File: config.mk
export PLATFORM = sky130hd
export DESIGN_NAME = button_click_hold_classifier
export DESIGN_NICKNAME = d
export VERILOG_FILES = /design/src/rtl/bchc_pkg.sv /design/src/rtl/button_click_hold_classifier.sv /design/src/rtl/bchc_core.sv
export SDC_FILE = /design/constraint.sdc
export NUM_CORES = 1
export LEC_CHECK = 0
export ABC_AREA = 1
export BUFFER_PORTS_ARGS = -buffer_cell sky130_fd_sc_hd__clkbuf_2
export CORE_MARGIN = 10
export CORE_UTILIZATION = 54
export DETAILED_ROUTE_END_ITERATION = 8
export GPL_TIMING_DRIVEN = 0
export HOLD_SLACK_MARGIN = 0.12
export PLACE_DENSITY = 0.72
export SLEW_MARGIN = 0
export SYNTH_ARGS = -nofsm -noshare
export SYNTH_HDL_FRONTEND = slang
export SYNTH_SLANG_ARGS = --single-unit
File: constraint.sdc
create_clock -name clk -period 7.99 [get_ports clk]
set_input_delay 0.799 -clock clk [delete_from_list [all_inputs] [get_ports clk]]
set_output_delay 0.799 -clock clk [all_outputs]
set_load 0.02 [all_outputs]
File: src/rtl/bchc_pkg.sv
// Shared types, codes and reset constants of the button click/hold classifier.
`timescale 1ns / 1ps

package bchc_pkg;

    // Default width of the stored time stamps.
    localparam int TIME_BITS_DEFAULT = 32;

    // Widths of the stream payload fields.
    localparam int NOW_BITS     = 32;
    localparam int THRESH_BITS  = 15;
    localparam int IN_TDATA_W   = 40;
    localparam int OUT_TDATA_W  = 8;
    localparam int CFG_INDEX_W  = 8;
    localparam int CFG_DATA_W   = 16;

    // Event codes reported for every sample.
    typedef enum logic [2:0] {
        EV_NONE      = 3'd0,
        EV_CLICK     = 3'd1,
        EV_DOUBLE    = 3'd2,
        EV_HOLD      = 3'd3,
        EV_LONG_HOLD = 3'd4
    } evt_code_t;

    // Configuration register indexes.
    localparam logic [CFG_INDEX_W-1:0] REG_DEBOUNCE  = 8'd0;
    localparam logic [CFG_INDEX_W-1:0] REG_DC_GAP    = 8'd1;
    localparam logic [CFG_INDEX_W-1:0] REG_HOLD      = 8'd2;
    localparam logic [CFG_INDEX_W-1:0] REG_LONG_HOLD = 8'd3;

    // Reset values of the thresholds in milliseconds.
    localparam logic [THRESH_BITS-1:0] DEBOUNCE_RST  = 15'd20;
    localparam logic [THRESH_BITS-1:0] DC_GAP_RST    = 15'd250;
    localparam logic [THRESH_BITS-1:0] HOLD_RST      = 15'd1000;
    localparam logic [THRESH_BITS-1:0] LONG_HOLD_RST = 15'd3000;

    // Threshold registers handed to the classifier core.
    typedef struct packed {
        logic [THRESH_BITS-1:0] debounce_ms;
        logic [THRESH_BITS-1:0] double_click_gap_ms;
        logic [THRESH_BITS-1:0] hold_ms;
        logic [THRESH_BITS-1:0] long_hold_ms;
    } cfg_t;

    // Classifier status flags.
    typedef struct packed {
        logic dc_waiting;
        logic dc_on_release;
        logic single_allowed;
        logic ignore_release;
        logic hold_reported;
        logic long_hold_reported;
    } flags_t;

    localparam flags_t FLAGS_RST = '{
        dc_waiting:         1'b0,
        dc_on_release:      1'b0,
        single_allowed:     1'b1,
        ignore_release:     1'b0,
        hold_reported:      1'b0,
        long_hold_reported: 1'b0
    };

endpackage

File: src/rtl/button_click_hold_classifier.sv
// Top level: stream ports, threshold registers and the two-stage pipeline.
// A sample passes the input register, then the result register, where its event waits for m_tready.
// Throughput: one sample per cycle unless the result stream holds back; the input register
// and the result register each hold one item, and the state update sits between them.
// Reset (rst_n low, asynchronous) empties both stages, sets thresholds to 20, 250,
// 1000 and 3000 ms, marks the button released and both edge times all ones.
`timescale 1ns / 1ps

module button_click_hold_classifier #(
    parameter int TIME_BITS = bchc_pkg::TIME_BITS_DEFAULT
) (
    input  logic                             clk,
    input  logic                             rst_n,
    // Input stream; s_tdata: [0] level, [32:1] now_ms, [39:33] zero.
    input  logic                             s_tvalid,
    output logic                             s_tready,
    input  logic [bchc_pkg::IN_TDATA_W-1:0]  s_tdata,
    // Result stream; m_tdata: [2:0] event_res, [7:3] zero.
    output logic                             m_tvalid,
    input  logic                             m_tready,
    output logic [bchc_pkg::OUT_TDATA_W-1:0] m_tdata,
    // Threshold write channel.
    input  logic                             cfg_valid,
    output logic                             cfg_ready,
    input  logic [bchc_pkg::CFG_INDEX_W-1:0] cfg_index,
    input  logic [bchc_pkg::CFG_DATA_W-1:0]  cfg_data
);

    bchc_pkg::cfg_t                 cfg_reg;
    logic                           s1_valid_reg;
    logic                           s1_level_reg;
    logic [bchc_pkg::NOW_BITS-1:0]  s1_now_reg;
    logic                           out_valid_reg;
    bchc_pkg::evt_code_t            out_evt_reg;
    bchc_pkg::evt_code_t            evt;
    logic                           s1_advance;
    logic                           in_xfer;
    logic [bchc_pkg::THRESH_BITS-1:0] cfg_val;

    // Handshake control.
    assign s1_advance = s1_valid_reg && (!out_valid_reg || m_tready);
    assign s_tready   = !s1_valid_reg || s1_advance;
    assign in_xfer    = s_tvalid && s_tready;
    assign cfg_ready  = 1'b1;
    assign cfg_val    = cfg_data[bchc_pkg::THRESH_BITS-1:0];

    // Threshold registers; unknown indexes are dropped.
    always_ff @(posedge clk or negedge rst_n)
    begin
        if (!rst_n)
        begin
            cfg_reg.debounce_ms         <= bchc_pkg::DEBOUNCE_RST;
            cfg_reg.double_click_gap_ms <= bchc_pkg::DC_GAP_RST;
            cfg_reg.hold_ms             <= bchc_pkg::HOLD_RST;
            cfg_reg.long_hold_ms        <= bchc_pkg::LONG_HOLD_RST;
        end
        else if (cfg_valid && cfg_ready)
        begin
            case (cfg_index)
                bchc_pkg::REG_DEBOUNCE:  cfg_reg.debounce_ms         <= cfg_val;
                bchc_pkg::REG_DC_GAP:    cfg_reg.double_click_gap_ms <= cfg_val;
                bchc_pkg::REG_HOLD:      cfg_reg.hold_ms             <= cfg_val;
                bchc_pkg::REG_LONG_HOLD: cfg_reg.long_hold_ms        <= cfg_val;
                default:                 cfg_reg                     <= cfg_reg;
            endcase
        end
    end

    // Input register valid flag.
    always_ff @(posedge clk or negedge rst_n)
    begin
        if (!rst_n)
        begin
            s1_valid_reg <= 1'b0;
        end
        else if (s_tready)
        begin
            s1_valid_reg <= s_tvalid;
        end
    end

    // Input register payload.
    always_ff @(posedge clk)
    begin
        if (in_xfer)
        begin
            s1_level_reg <= s_tdata[0];
            s1_now_reg   <= s_tdata[bchc_pkg::NOW_BITS:1];
        end
    end

    bchc_core #(
        .TIME_BITS (TIME_BITS)
    ) u_core (
        .clk    (clk),
        .rst_n  (rst_n),
        .step   (s1_advance),
        .level  (s1_level_reg),
        .now_ms (s1_now_reg),
        .cfg    (cfg_reg),
        .evt    (evt)
    );

    // Result register valid flag.
    always_ff @(posedge clk or negedge rst_n)
    begin
        if (!rst_n)
        begin
            out_valid_reg <= 1'b0;
        end
        else if (s1_advance)
        begin
            out_valid_reg <= 1'b1;
        end
        else if (m_tready)
        begin
            out_valid_reg <= 1'b0;
        end
    end

    // Result register payload.
    always_ff @(posedge clk)
    begin
        if (s1_advance)
        begin
            out_evt_reg <= evt;
        end
    end

    assign m_tvalid = out_valid_reg;
    assign m_tdata  = {{(bchc_pkg::OUT_TDATA_W - 3){1'b0}}, out_evt_reg};

`ifndef NO_ASSERTIONS
    // An accepted sample occupies the input register next cycle.
    assert property (@(posedge clk) disable iff (!rst_n)
        in_xfer |=> s1_valid_reg)
        else $error("accepted sample lost");

    // Input stalls only when both stages are full and the result is not taken.
    assert property (@(posedge clk) disable iff (!rst_n)
        !s_tready |-> s1_valid_reg && out_valid_reg && !m_tready)
        else $error("input stalled without back pressure");

    // A processed sample always shows up as a result.
    assert property (@(posedge clk) disable iff (!rst_n)
        s1_advance |=> m_tvalid)
        else $error("processed sample gave no result");
`endif

endmodule

File: src/rtl/bchc_core.sv
// Classifier state and the per-sample event decision.
`timescale 1ns / 1ps

module bchc_core #(
    parameter int TIME_BITS = bchc_pkg::TIME_BITS_DEFAULT
) (
    input  logic                          clk,
    input  logic                          rst_n,
    input  logic                          step,
    input  logic                          level,
    input  logic [bchc_pkg::NOW_BITS-1:0] now_ms,
    input  bchc_pkg::cfg_t                cfg,
    output bchc_pkg::evt_code_t           evt
);

    logic                  last_level_reg;
    logic [TIME_BITS-1:0]  press_time_reg;
    logic [TIME_BITS-1:0]  press_time_next;
    logic [TIME_BITS-1:0]  release_time_reg;
    logic [TIME_BITS-1:0]  release_time_next;
    bchc_pkg::flags_t      flags_reg;
    bchc_pkg::flags_t      flags_next;

    logic [TIME_BITS-1:0]  now_w;
    logic [TIME_BITS-1:0]  deb_w;
    logic [TIME_BITS-1:0]  gap_w;
    logic [TIME_BITS-1:0]  hold_w;
    logic [TIME_BITS-1:0]  long_w;
    logic [TIME_BITS-1:0]  since_rel_old;
    logic [TIME_BITS-1:0]  since_press_old;
    logic [TIME_BITS-1:0]  since_rel_new;
    logic [TIME_BITS-1:0]  since_press_new;

    // Time stamp and thresholds brought to the stored time width.
    assign now_w  = TIME_BITS'(now_ms);
    assign deb_w  = TIME_BITS'(cfg.debounce_ms);
    assign gap_w  = TIME_BITS'(cfg.double_click_gap_ms);
    assign hold_w = TIME_BITS'(cfg.hold_ms);
    assign long_w = TIME_BITS'(cfg.long_hold_ms);

    // Edge qualification, then click, then hold tests, in that order.
    always_comb
    begin
        press_time_next   = press_time_reg;
        release_time_next = release_time_reg;
        flags_next        = flags_reg;
        evt               = bchc_pkg::EV_NONE;
        since_rel_old     = now_w - release_time_reg;
        since_press_old   = now_w - press_time_reg;

        if (!level && last_level_reg && (since_rel_old > deb_w))
        begin
            // Qualified press edge.
            press_time_next               = now_w;
            flags_next.ignore_release     = 1'b0;
            flags_next.single_allowed     = 1'b1;
            flags_next.hold_reported      = 1'b0;
            flags_next.long_hold_reported = 1'b0;
            flags_next.dc_on_release      = (since_rel_old < gap_w) &&
                                            !flags_reg.dc_on_release &&
                                            flags_reg.dc_waiting;
            flags_next.dc_waiting         = 1'b0;
        end
        else if (level && !last_level_reg && (since_press_old > deb_w))
        begin
            // Qualified release edge, dropped after a hold.
            if (!flags_reg.ignore_release)
            begin
                release_time_next = now_w;
                if (!flags_reg.dc_on_release)
                begin
                    flags_next.dc_waiting = 1'b1;
                end
                else
                begin
                    evt                       = bchc_pkg::EV_DOUBLE;
                    flags_next.dc_on_release  = 1'b0;
                    flags_next.dc_waiting     = 1'b0;
                    flags_next.single_allowed = 1'b0;
                end
            end
        end

        since_rel_new   = now_w - release_time_next;
        since_press_new = now_w - press_time_next;

        // A single click once the double-click window has closed.
        if (level && (since_rel_new >= gap_w) && flags_next.dc_waiting &&
            !flags_next.dc_on_release && flags_next.single_allowed &&
            (evt != bchc_pkg::EV_DOUBLE))
        begin
            evt                   = bchc_pkg::EV_CLICK;
            flags_next.dc_waiting = 1'b0;
        end

        // Hold and long hold while the button stays down.
        if (!level && (since_press_new >= hold_w))
        begin
            if (!flags_next.hold_reported)
            begin
                evt                       = bchc_pkg::EV_HOLD;
                flags_next.ignore_release = 1'b1;
                flags_next.dc_on_release  = 1'b0;
                flags_next.dc_waiting     = 1'b0;
                flags_next.hold_reported  = 1'b1;
            end
            if ((since_press_new >= long_w) && !flags_next.long_hold_reported)
            begin
                evt                           = bchc_pkg::EV_LONG_HOLD;
                flags_next.long_hold_reported = 1'b1;
            end
        end
    end

    // State update on each processed sample.
    always_ff @(posedge clk or negedge rst_n)
    begin
        if (!rst_n)
        begin
            last_level_reg   <= 1'b1;
            press_time_reg   <= '1;
            release_time_reg <= '1;
            flags_reg        <= bchc_pkg::FLAGS_RST;
        end
        else if (step)
        begin
            last_level_reg   <= level;
            press_time_reg   <= press_time_next;
            release_time_reg <= release_time_next;
            flags_reg        <= flags_next;
        end
    end

`ifndef NO_ASSERTIONS
    // A long hold leaves both hold marks set.
    assert property (@(posedge clk) disable iff (!rst_n)
        step && (evt == bchc_pkg::EV_LONG_HOLD)
        |=> flags_reg.hold_reported && flags_reg.long_hold_reported)
        else $error("long hold without both hold marks");

    // A double click closes the pending click.
    assert property (@(posedge clk) disable iff (!rst_n)
        step && (evt == bchc_pkg::EV_DOUBLE)
        |=> !flags_reg.single_allowed && !flags_reg.dc_waiting)
        else $error("double click left a click pending");

    // The previous level follows every processed sample.
    assert property (@(posedge clk) disable iff (!rst_n)
        step |=> (last_level_reg == $past(level)))
        else $error("last level not updated");
`endif

endmodule
* Yosys cells after proc, flatten, opt, wreduce, memory -nomap -nowiden
Index checks and enable logic that the tools add are counted.
Storage, ports and cells: logic and storage cells 88, register bits 169
Operators by class: multiplexer cells 26, $lt $le $gt $ge 6, equality and inequality tests 4, reduce and logical (&&, ||, !) cells 30, add/subtract/negate cells 4
Operators by type and width (number):
- two-way mux 32 bit | 4
- subtractor 32 bit | 4
- >= comparator 32 x 15 -> 1 bit | 3
- greater-than comparator 32 x 15 -> 1 bit | 2
- two-way mux 3 bit | 12
- < comparator 32 x 15 -> 1 bit | 1
- equality test 8 x 2 -> 1 bit, second input constant | 2
- logical AND 1 bit | 15
- equality test 8 x 1 -> 1 bit, second input constant | 1
- zero test 8 bit | 1
- two-way mux 2 bit | 4
- AND reduction 2 bit | 4
- zero test 1 bit | 7
- two-way mux 1 bit | 6
- inequality test 3 x 2 -> 1 bit, second input constant | 1
- logical OR 1 bit | 2
- nonzero test 2 bit | 1

* Longest topological paths before layout
Gate-level depths: netlist of the first run.
word-level depth 16, gate-level depth with buffers 54

* By module
From an unflattened synthesis of the first run, not the netlist that was laid out.
Second synthesis, totals: cells, all modules 2517, area, all modules 16983.8 sq um
Modules (own cells, without submodules):
- bchc_core | times used 1, seq. area each 1859.3 sq um, cells each 2183, area each 13193.9 sq um
- button_click_hold_classifier | times used 1, seq. area each 2658.8 sq um, cells each 334, area each 3789.9 sq um

* Worst setup path after synthesis of the first run
OpenSTA, ideal clock, no wires.
path kind register -> register, start register s1_now_reg[0] (netlist bit), end register out_evt_reg[1], data pin, slack 1.205 ns, period minus slack after synthesis 6.785 ns, arrival time 6.536 ns, required time 7.741 ns, stages on the path, launching flop included 47, cells stage by stage edfxtp_1 -> inv_1 -> ha_1 -> inv_1 -> fa_1 -> nand3_1 -> nand2_1 -> a31o_2 -> xor2_1 -> ha_1 -> a21o_1 -> a221oi_1 -> o21ai_0 -> a31oi_1 -> o21ai_0 -> nand2_1 -> nand2_1 -> a21oi_1 -> [11 not listed] -> a21oi_1 -> o21ai_0 -> a31oi_1 -> xnor2_1 -> ha_1 -> a21o_1 -> a21oi_1 -> o21ai_0 -> nand3_1 -> a21boi_0 -> nor3b_1 -> nand4_1 -> nand2_1 -> inv_1 -> o21ai_0 -> nand2_1 -> nand2_1 -> inv_1
Between the ends: elaborated cells between the ends (all ways) 37
RTL lines:
- from (decl) | RTL line button_click_hold_classifier.sv:32 | logic [bchc_pkg::NOW_BITS-1:0] s1_now_reg;
- from (signal assigned) | RTL line button_click_hold_classifier.sv:88 | s1_now_reg <= s_tdata[bchc_pkg::NOW_BITS:1];
- subtractor 32 bit | RTL line bchc_core.sv:48 | since_rel_old = now_w - release_time_reg;
- greater-than comparator 32 x 15 -> 1 bit | RTL line bchc_core.sv:51 | if (!level && last_level_reg && (since_rel_old > deb_w))
- logical AND 1 bit | RTL line bchc_core.sv:51
- two-way mux 32 bit (*) | RTL line bchc_core.sv:51
- via u_core.press_time_next[0] | RTL line bchc_core.sv:18 | logic [TIME_BITS-1:0] press_time_next;
- subtractor 32 bit (*) | RTL line bchc_core.sv:85 | since_press_new = now_w - press_time_next;
- >= comparator 32 x 15 -> 1 bit | RTL line bchc_core.sv:107 | if ((since_press_new >= long_w) && !flags_next.long_hold_reported)
- logical AND 1 bit | RTL line bchc_core.sv:107
- two-way mux 3 bit | RTL line bchc_core.sv:107
- two-way mux 3 bit (*) | RTL line bchc_core.sv:97 | if (!level && (since_press_new >= hold_w))
- via evt[1] | RTL line button_click_hold_classifier.sv:35 | bchc_pkg::evt_code_t evt;
- to (signal assigned) | RTL line button_click_hold_classifier.sv:126 | out_evt_reg <= evt;
- to (decl) | RTL line button_click_hold_classifier.sv:34 | bchc_pkg::evt_code_t out_evt_reg;
The timed path passes the listed nets; every way through them passes the cells marked *. A chain may end at the register's enable or synchronous reset.

* Worst setup path after layout of the first run
Same ends and word-level chain as after synthesis.

==> metrics.md, run 1 <==
| Metric | Value |
|---|---|
| Leakage power figure | between 9 and 10 nW |
| Fillers | 2758 |
| Xor-xnor portion of the synthesized cell area | under 10% |
| Width of the die | approximately 190 um |
| Clock tree skew after final layout | between 0.015 and 0.02 ns |
| Min-Delay Path Class | primary input to async pin |
| Maximum frequency from static timing analysis | 131.3 MHz |
| Post-synth top area share | between 10% and 20% |
| Share of total power consumed by net switching | between 50% and 60% |
| Number of enable flip-flop cells after synthesis | 36 |
| Mean number of vias per cell | approximately 5.6 |
| Post-synthesis instance area | around 17000 um2 |
| Combined flip-flop and latch cell area | around 4500 um2 |
| Period utilisation layout | between 90% and 100% |
| Portion of total power attributed to combinational logic | approximately 72% |
| Final core occ | 62.37% |
| Sequential share of the synthesized area | between 20% and 30% |
| Worst Slack Setup Final | around 0.37 ns |
| Hold buffer count at cts | 0 |
| Layout Cells excl Fill | 2967 |
| Pre-CTS setup slack | -1.213 ns |
| Max reg flops | 60 |
| Drt drc | 0 |
| Starting utilization of the core area | 55.18% |
| Commonest non-fill, non-tap cell in the layout | sky130_fd_sc_hd__nand2_1 |
| Inserted Diodes | 0 |
| Global route total overflow | 0 |
| FP Rows | 63 |
| Clock transition time at the flip-flop clock pins of the worst setup and hold paths | 0.08 ns |
| Mux share of post-synthesis cell area | 0% |
| Arithmetic-cell share of the synthesized area counting full adders, half adders and majority gates | between 15 and 20% |
| Initial DRC count | between 1000 and 1500 |
| Kind of start point of the critical path | register |
| Total detailed-routing wirelength | 54.39 mm |
| Vias after detailed routing | approximately 17000 |
| Clock tree from TritonCTS | done |
| Most frequent cells in the layout | sky130_fd_sc_hd__nand2_1, sky130_fd_sc_hd__inv_1, sky130_fd_sc_hd__o21ai_0 |
| Post-synthesis sequential element count | 169 |
| Endpoint kind of the worst setup timing path | register |
| Maximum number of buffers from clock root to sink | 2 |
| Global placer's final weighted congestion | about 0.98 |
| Combined area of the multi-input logic cells | about 11000 um2 |
| Die area | approximately 38000 um2 |
| Primary FF master, synth | sky130_fd_sc_hd__dfstp_2 |
| Synth async-reset ratio | approximately four fifths |
| Number of hold violations in the final report | 0 |
| Max-slew violation total from the final report | 0 |
| Area overhead of the layout relative to synthesis | 13.03% |
| Dominant combinational cell family by area after synthesis | simple AND/OR/NAND/NOR gates |
| Number of distinct library cells after synthesis | between 50 and 60 |
| Syn avg cell area | slightly below 7 um2 |
| Max-cap violations | 0 |
| Total setup violations reported at the end of the flow | 0 |
| Cell Int Power | ~3.8 mW |
| Number of antenna violations at the first check in global routing | 1 |
| VDD IR max | between 0.2 and 0.25 mV |
| Count of boundary I/O pins | 80 |
| Wire length of the first global-routing pass | around 84 mm |
| Combined global-route utilization of all metal layers | between 20 and 30% |
| Synthesized instance count | 2434 |
| Outcome | complete, no violations |
| H-Tree Level Count | 4 |
| DP HPWL | between 40 and 50 mm |
| Transition time at the pin with the least slew margin | ~0.94 ns |
| Max Fanout on Critical Path | 10 |
| Count of warnings emitted by yosys | 0 |
| Worst setup path class | register to register |
| Via count of the first global-routing pass | approximately 16000 |
| Sinks on the clock net | 169 |
| Critical path data arrival time | slightly below 8 ns |
| Share of the synthesized area in compound gates (AO/OA/AOI/OAI) | between 10% and 20% |
| Max transition margin | 35.95% |
| Post-layout total power | roughly 8.0 mW |
| Antenna Violating Nets Remaining | 0 |
| Synth top area cells | sky130_fd_sc_hd__ha_1, sky130_fd_sc_hd__nand2_1, sky130_fd_sc_hd__dfstp_2 |
| Part of the total power dissipated in the clock network | between 10% and 20% |
| Fraction of the mapped netlist area in simple logic gates | between 20% and 30% |
| Count of placed standard cells including taps | ~2900 |
| Req. time, crit path | 8.20 ns |
| Clock Latency Late Sink | ~0.46 ns |
| Buffer type at the clock tree root | sky130_fd_sc_hd__clkbuf_16 |
| Power share of the sequential group | between 10% and 20% |
| Largest net degree at the start of global routing | 101 |
| Height of the chip | 195.0 um |
| Standard cell core area | ~30000 um2 |
| Pre-Repair DR Iteration Count | 6 |
| Maximum single-stage delay on the critical path | between 0.4 and 0.5 ns |
| IO Port Bufs | 65 |
| Sw Pwr | around 4.2 mW |
| Final Net Count | 2847 |
| Average routed wire per standard cell | about 18 um |
| Ratio of cells with drive above 1 in the final layout | 12.26% |
| Path depth of the worst reg2reg path | 43 |
| Total power density per cell area | roughly 430 nW/um2 |
| TritonCTS buffer count | 17 |
| Post-synthesis cell type with the largest combined area | sky130_fd_sc_hd__ha_1 |
| Critical path's slowest cell | sky130_fd_sc_hd__edfxtp_1 |
| Most Frequent Cell on Critical Path | sky130_fd_sc_hd__nand2_1 |
| Hold slack | approximately 0.26 ns |
| Post-layout minimum cycle time | approximately 7.6 ns |
==> routing by layer <==
layer	track usage, %	share of wire (%)
met2	47.48	49
met3	4.165	6.6
met1	34.14	42
met5	0	0.024
met4	8.707	2.9
==> critical path, delay by kind of cell, from the launching register on <==
family                   cells  cell delay [ns]
AO/OA/AOI/OAI               12             2.00
XOR/XNOR                     2             0.26
AND/OR/NAND/NOR             16             2.15
flip-flops                   1             0.41
buffers and inverters        7             0.74
adder cells (fa/ha/maj)      6             1.81
==> final timing paths <==
kind | start | end | slack [ns]
max | s1_now_reg[0]$_DFFE_PP_ | out_evt_reg[1]$_DFFE_PP_ | 0.37
max reg2reg | s1_now_reg[0]$_DFFE_PP_ | out_evt_reg[1]$_DFFE_PP_ | 0.37
max in group asynchronous | rst_n | u_core.press_time_reg[18]$_DFFE_PN1P_ | 6.93
min reg2reg | u_core.release_time_reg[22]$_DFFE_PN1P_ | u_core.release_time_reg[22]$_DFFE_PN1P_ | 0.49
min | rst_n | s1_valid_reg$_DFFE_PN0N_ | 0.26
min in group clk | u_core.release_time_reg[22]$_DFFE_PN1P_ | u_core.release_time_reg[22]$_DFFE_PN1P_ | 0.49
==> kinds of logic (layout without fill, tap and decap cells) <==
kind of cell / Yosys count / count (layout)
and+or+nand+nor: 1034 / 1035
AOI/OAI and AO/OA: 503 / 503
buffers and inverters: 434 / 572
adders and majority gates: 214 / 214
DFF: 169 / 169
xor gates and xnor gates: 78 / 78
other: 2 / 6
==> per-stage QoR <==
| step | setup TNS, ns | instance area (um2) |
|---|---|---|
| 2_1_floorplan | 0 | 16540 |
| 3_3_place_gp | -5.948 | 17360 |
| 3_5_place_dp | -7.445 | 17390 |
| 4_1_cts | 0 | 18250 |
| 5_1_grt | -0.05683 | 18680 |
| 6_report | 0 | 18680 |
==> cell type report <==
cell class	instances	area share [%]
clock buffer	17	2.277
timing repair buffer	108	3.757
multi-input combinational	1836	56.90
sequential	169	24.18
clock inverter	15	1.085
inverter	386	7.776
tap	390	2.612
buffer	46	1.406
==> synthesized netlist by cell type (14+ instances only) <==
library cell               count
sky130_fd_sc_hd__nand2_1     698
sky130_fd_sc_hd__inv_1       384
sky130_fd_sc_hd__nand3_1      82
sky130_fd_sc_hd__o21ai_0     265
sky130_fd_sc_hd__xor2_1       53
sky130_fd_sc_hd__xnor2_1      25
sky130_fd_sc_hd__edfxtp_1     36
sky130_fd_sc_hd__a21o_1       14
sky130_fd_sc_hd__clkbuf_1     34
sky130_fd_sc_hd__nor3_1       31
sky130_fd_sc_hd__dfrtp_1      46
sky130_fd_sc_hd__dfstp_2      87
sky130_fd_sc_hd__a21oi_1     172
sky130_fd_sc_hd__nand4_1      30
sky130_fd_sc_hd__ha_1        210
sky130_fd_sc_hd__nor2_1      154
==> power groups by stage <==
stage	sequential, mW	clock, mW	combinational, mW
2_1_floorplan	1.30	0	4.06
3_5_place_dp	1.35	0	5.45
5_1_grt	1.35	0.934	6.61
3_3_place_gp	1.34	0	5.27
6_report	1.33	0.891	5.83
4_1_cts	1.33	0.897	5.55
==> timing repair <==
item                       CTS  global route
setup buffers               11            31
pin swaps                    5            21
resized for setup           39            63
cloned                       0             1
setup endpoints to repair    8             8
(Power assumes the default switching activity.)
==> run 2: changes to the inputs <==
--- a/config.mk
+++ b/config.mk
@@ -7,12 +7,12 @@
 export LEC_CHECK = 0
 export ABC_AREA = 1
 export BUFFER_PORTS_ARGS = -buffer_cell sky130_fd_sc_hd__clkbuf_2
-export CORE_MARGIN = 10
 export CORE_UTILIZATION = 54
 export DETAILED_ROUTE_END_ITERATION = 8
 export GPL_TIMING_DRIVEN = 0
 export HOLD_SLACK_MARGIN = 0.12
 export PLACE_DENSITY = 0.72
+export REMOVE_ABC_BUFFERS = 1
 export SLEW_MARGIN = 0
 export SYNTH_ARGS = -nofsm -noshare
 export SYNTH_HDL_FRONTEND = slang
==> run 2 against run 1 <==
  * Critical path depth increased by 1
  * Clock skew rose by 0.0026 ns
  * Non-clock buffer count decreased by 71
  * Power is 2.7% lower
  * First-iteration DRC count is 14% higher
  * Via count shrank 3.0%
  * Design area decreased by 3.2%
  * Wire length fell by 12%
  * Setup slack got worse by 0.093 ns
  * Register-to-register slack lost 0.09 ns
  * Global-route usage grew 3.7 points
  * Clock power is 0.7% lower
  * Largest cell class unchanged
==> metrics.md, run 2 (synthesis results as in run 1) <==
| Metric | Value |
|---|---|
| Outcome | complete, no violations |
| Share of total power consumed by net switching | a little over half |
| Max-slew violation total from the final report | 0 |
| Startpoint of the lowest-slack register-to-register path | s1_now_reg[0]$_DFFE_PP_ |
| H-Tree Level Count | 4 |
| Cell Int Power | about 3.7 mW |
| Critical path depth | 44 |
| Post-layout total power | approximately 7.8 mW |
| Final Net Count | between 2000 and 3000 |
| DP HPWL | approximately 38 mm |
| Clock tree skew after final layout | 0.01796 ns |
| Critical path data arrival time | slightly below 8 ns |
| Height of the chip | between 150 and 200 um |
| Req. time, crit path | just over 8 ns |
| Layout Cell Area excl Fill | approximately 18000 um2 |
| Antenna Violating Nets Remaining | 0 |
| Number of hold violations in the final report | 0 |
| Max reg flops | 60 |
| Count of boundary I/O pins | 80 |
| Sw Pwr | between 4 and 5 mW |
| Portion of total power attributed to combinational logic | 71.8% |
| Initial DRC count | between 1000 and 1500 |
| Total setup violations reported at the end of the flow | 0 |
| Max transition margin | a little under a fifth |
| Pre-Repair DR Iteration Count | 7 |
| Maximum frequency from static timing analysis | between 100 and 150 MHz |
| Post-layout minimum cycle time | 7.710 ns |
| Setup tns final | 0 ns |
| Drt drc | 0 |
| Combined global-route utilization of all metal layers | between 30% and 40% |
| Kind of start point of the critical path | register |
| Mean number of vias per cell | between 5 and 6 |
| Starting utilization of the core area | a little under three fifths |
| Total power density per cell area | 433.1 nW/um2 |
| Period utilisation layout | 96.50% |
| Leakage power figure | ~9 nW |
| Global placer's final weighted congestion | 0.9494 |
| Max Fanout on Critical Path | 23 |
| VDD IR max | about 0.22 mV |
| Area overhead of the layout relative to synthesis | 9.402% |
| Worst setup path class | register to register |
| Largest net degree at the start of global routing | between 70 and 80 |
| Critical path's slowest cell | sky130_fd_sc_hd__edfxtp_1 |
| Vias after detailed routing | around 16000 |
| Sinks on the clock net | 169 |
| Die area | about 31000 um2 |
| Global route total overflow | 0 |
| Buffer type at the clock tree root | sky130_fd_sc_hd__clkbuf_16 |
| Transition time at the pin with the least slew margin | 1.215 ns |
| Commonest non-fill, non-tap cell in the layout | sky130_fd_sc_hd__nand2_1 |
| Number of antenna violations at the first check in global routing | 0 |
| Endpoint kind of the worst setup timing path | register |
| Standard cell core area | about 30000 um2 |
| Total detailed-routing wirelength | 48.01 mm |
| Clock transition time at the flip-flop clock pins of the worst setup and hold paths | roughly 0.080 ns |
| Wire length of the first global-routing pass | roughly 76 mm |
| Layout Cells excl Fill | around 2900 |
| Maximum single-stage delay on the critical path | roughly 0.42 ns |
| TritonCTS buffer count | 17 |
| Via count of the first global-routing pass | around 15000 |
| Most frequent cells in the layout | sky130_fd_sc_hd__nand2_1, sky130_fd_sc_hd__inv_1, sky130_fd_sc_hd__o21ai_0 |
| Most Frequent Cell on Critical Path | sky130_fd_sc_hd__nand2_1 |
| Ratio of cells with drive above 1 in the final layout | under 10% |
| Inserted Diodes | 0 |
| Clock Latency Late Sink | about 0.46 ns |
| Maximum number of buffers from clock root to sink | 2 |
| RSZ-0062 raised after global routing | yes |
| Fillers | about 2900 |
| Hold slack | a little over 0.3 ns |
| Width of the die | around 180 um |
| Combined area of the multi-input logic cells | 10460 um2 |
| Combined flip-flop and latch cell area | 4518 um2 |
| Min-Delay Path Class | primary input to async pin |
| Max-cap violations | 0 |
| IO Port Bufs | between 60 and 70 |
| Path depth of the worst reg2reg path | between 40 and 50 |
| Hold buffer count at cts | 0 |
| Clock tree from TritonCTS | done |
| Average routed wire per standard cell | 16.57 um |
| Cell area after placement | ~17000 um2 |
| FP Rows | 63 |
| Count of placed standard cells including taps | between 2000 and 3000 |
| Number of buffers and inverters on the critical path | 7 |
| Power share of the sequential group | 16.9% |
| Family with the most delay on the worst path | compound AO/OA/AOI/OAI gates |
| Crit path from | s1_now_reg[0]$_DFFE_PP_ |
| Part of the total power dissipated in the clock network | between 10% and 20% |
-- run 2: timing repair --
item,4_1_cts,5_1_grt
pin swaps,3,5
resized for setup,13,14
setup endpoints to repair,8,8
cloned,1,2
buffers inserted,3,10
-- run 2: layout make-up --
type                       count  area share (%)
multi-input combinational   1837           57.87
tap                          390           2.699
inverter                     386           8.027
clock inverter                14          0.9826
timing repair buffer          83           3.010
clock buffer                  18           2.429
sequential                   169           24.99
-- run 2: stage by stage --
stage | util (%) | setup WS, ns
finish | 60.53 | 0.2797
global placement | 57.31 | -1.730
floorplan | - | 0.7597
global route | 60.53 | -0.1198
detailed placement | 57.67 | -0.8580
CTS | 60.02 | -0.04427
-- run 2: power groups by stage --
stage | logic [mW] | registers (mW) | clock network (mW)
6_report | 5.62 | 1.33 | 0.885
4_1_cts | 5.47 | 1.33 | 0.895
3_5_place_dp | 5.35 | 1.34 | 0
3_3_place_gp | 5.19 | 1.34 | 0
2_1_floorplan | 4.04 | 1.30 | 0
5_1_grt | 6.35 | 1.35 | 0.928
-- run 2: final timing paths --
check / slack [ns] / endpoint
worst max-delay path: 0.28 / out_evt_reg[1]$_DFFE_PP_
worst min-delay path: 0.31 / s1_valid_reg$_DFFE_PN0N_
worst max register to register: 0.28 / out_evt_reg[1]$_DFFE_PP_
worst min register to register: 0.49 / u_core.release_time_reg[17]$_DFFE_PN1P_
max in group asynchronous: 6.86 / u_core.press_time_reg[22]$_DFFE_PN1P_
min in group clk: 0.49 / u_core.release_time_reg[17]$_DFFE_PN1P_
-- run 2: routing by layer --
metal / up-vias / GRT usage, % / routed length [um]
li1: 8052 / - / -
met1: 7468 / 41.89 / 21640
met2: 514 / 50.67 / 21870
met3: 87 / 4.661 / 3251
met4: 0 / 10.85 / 1250
met5: - / 0 / 0
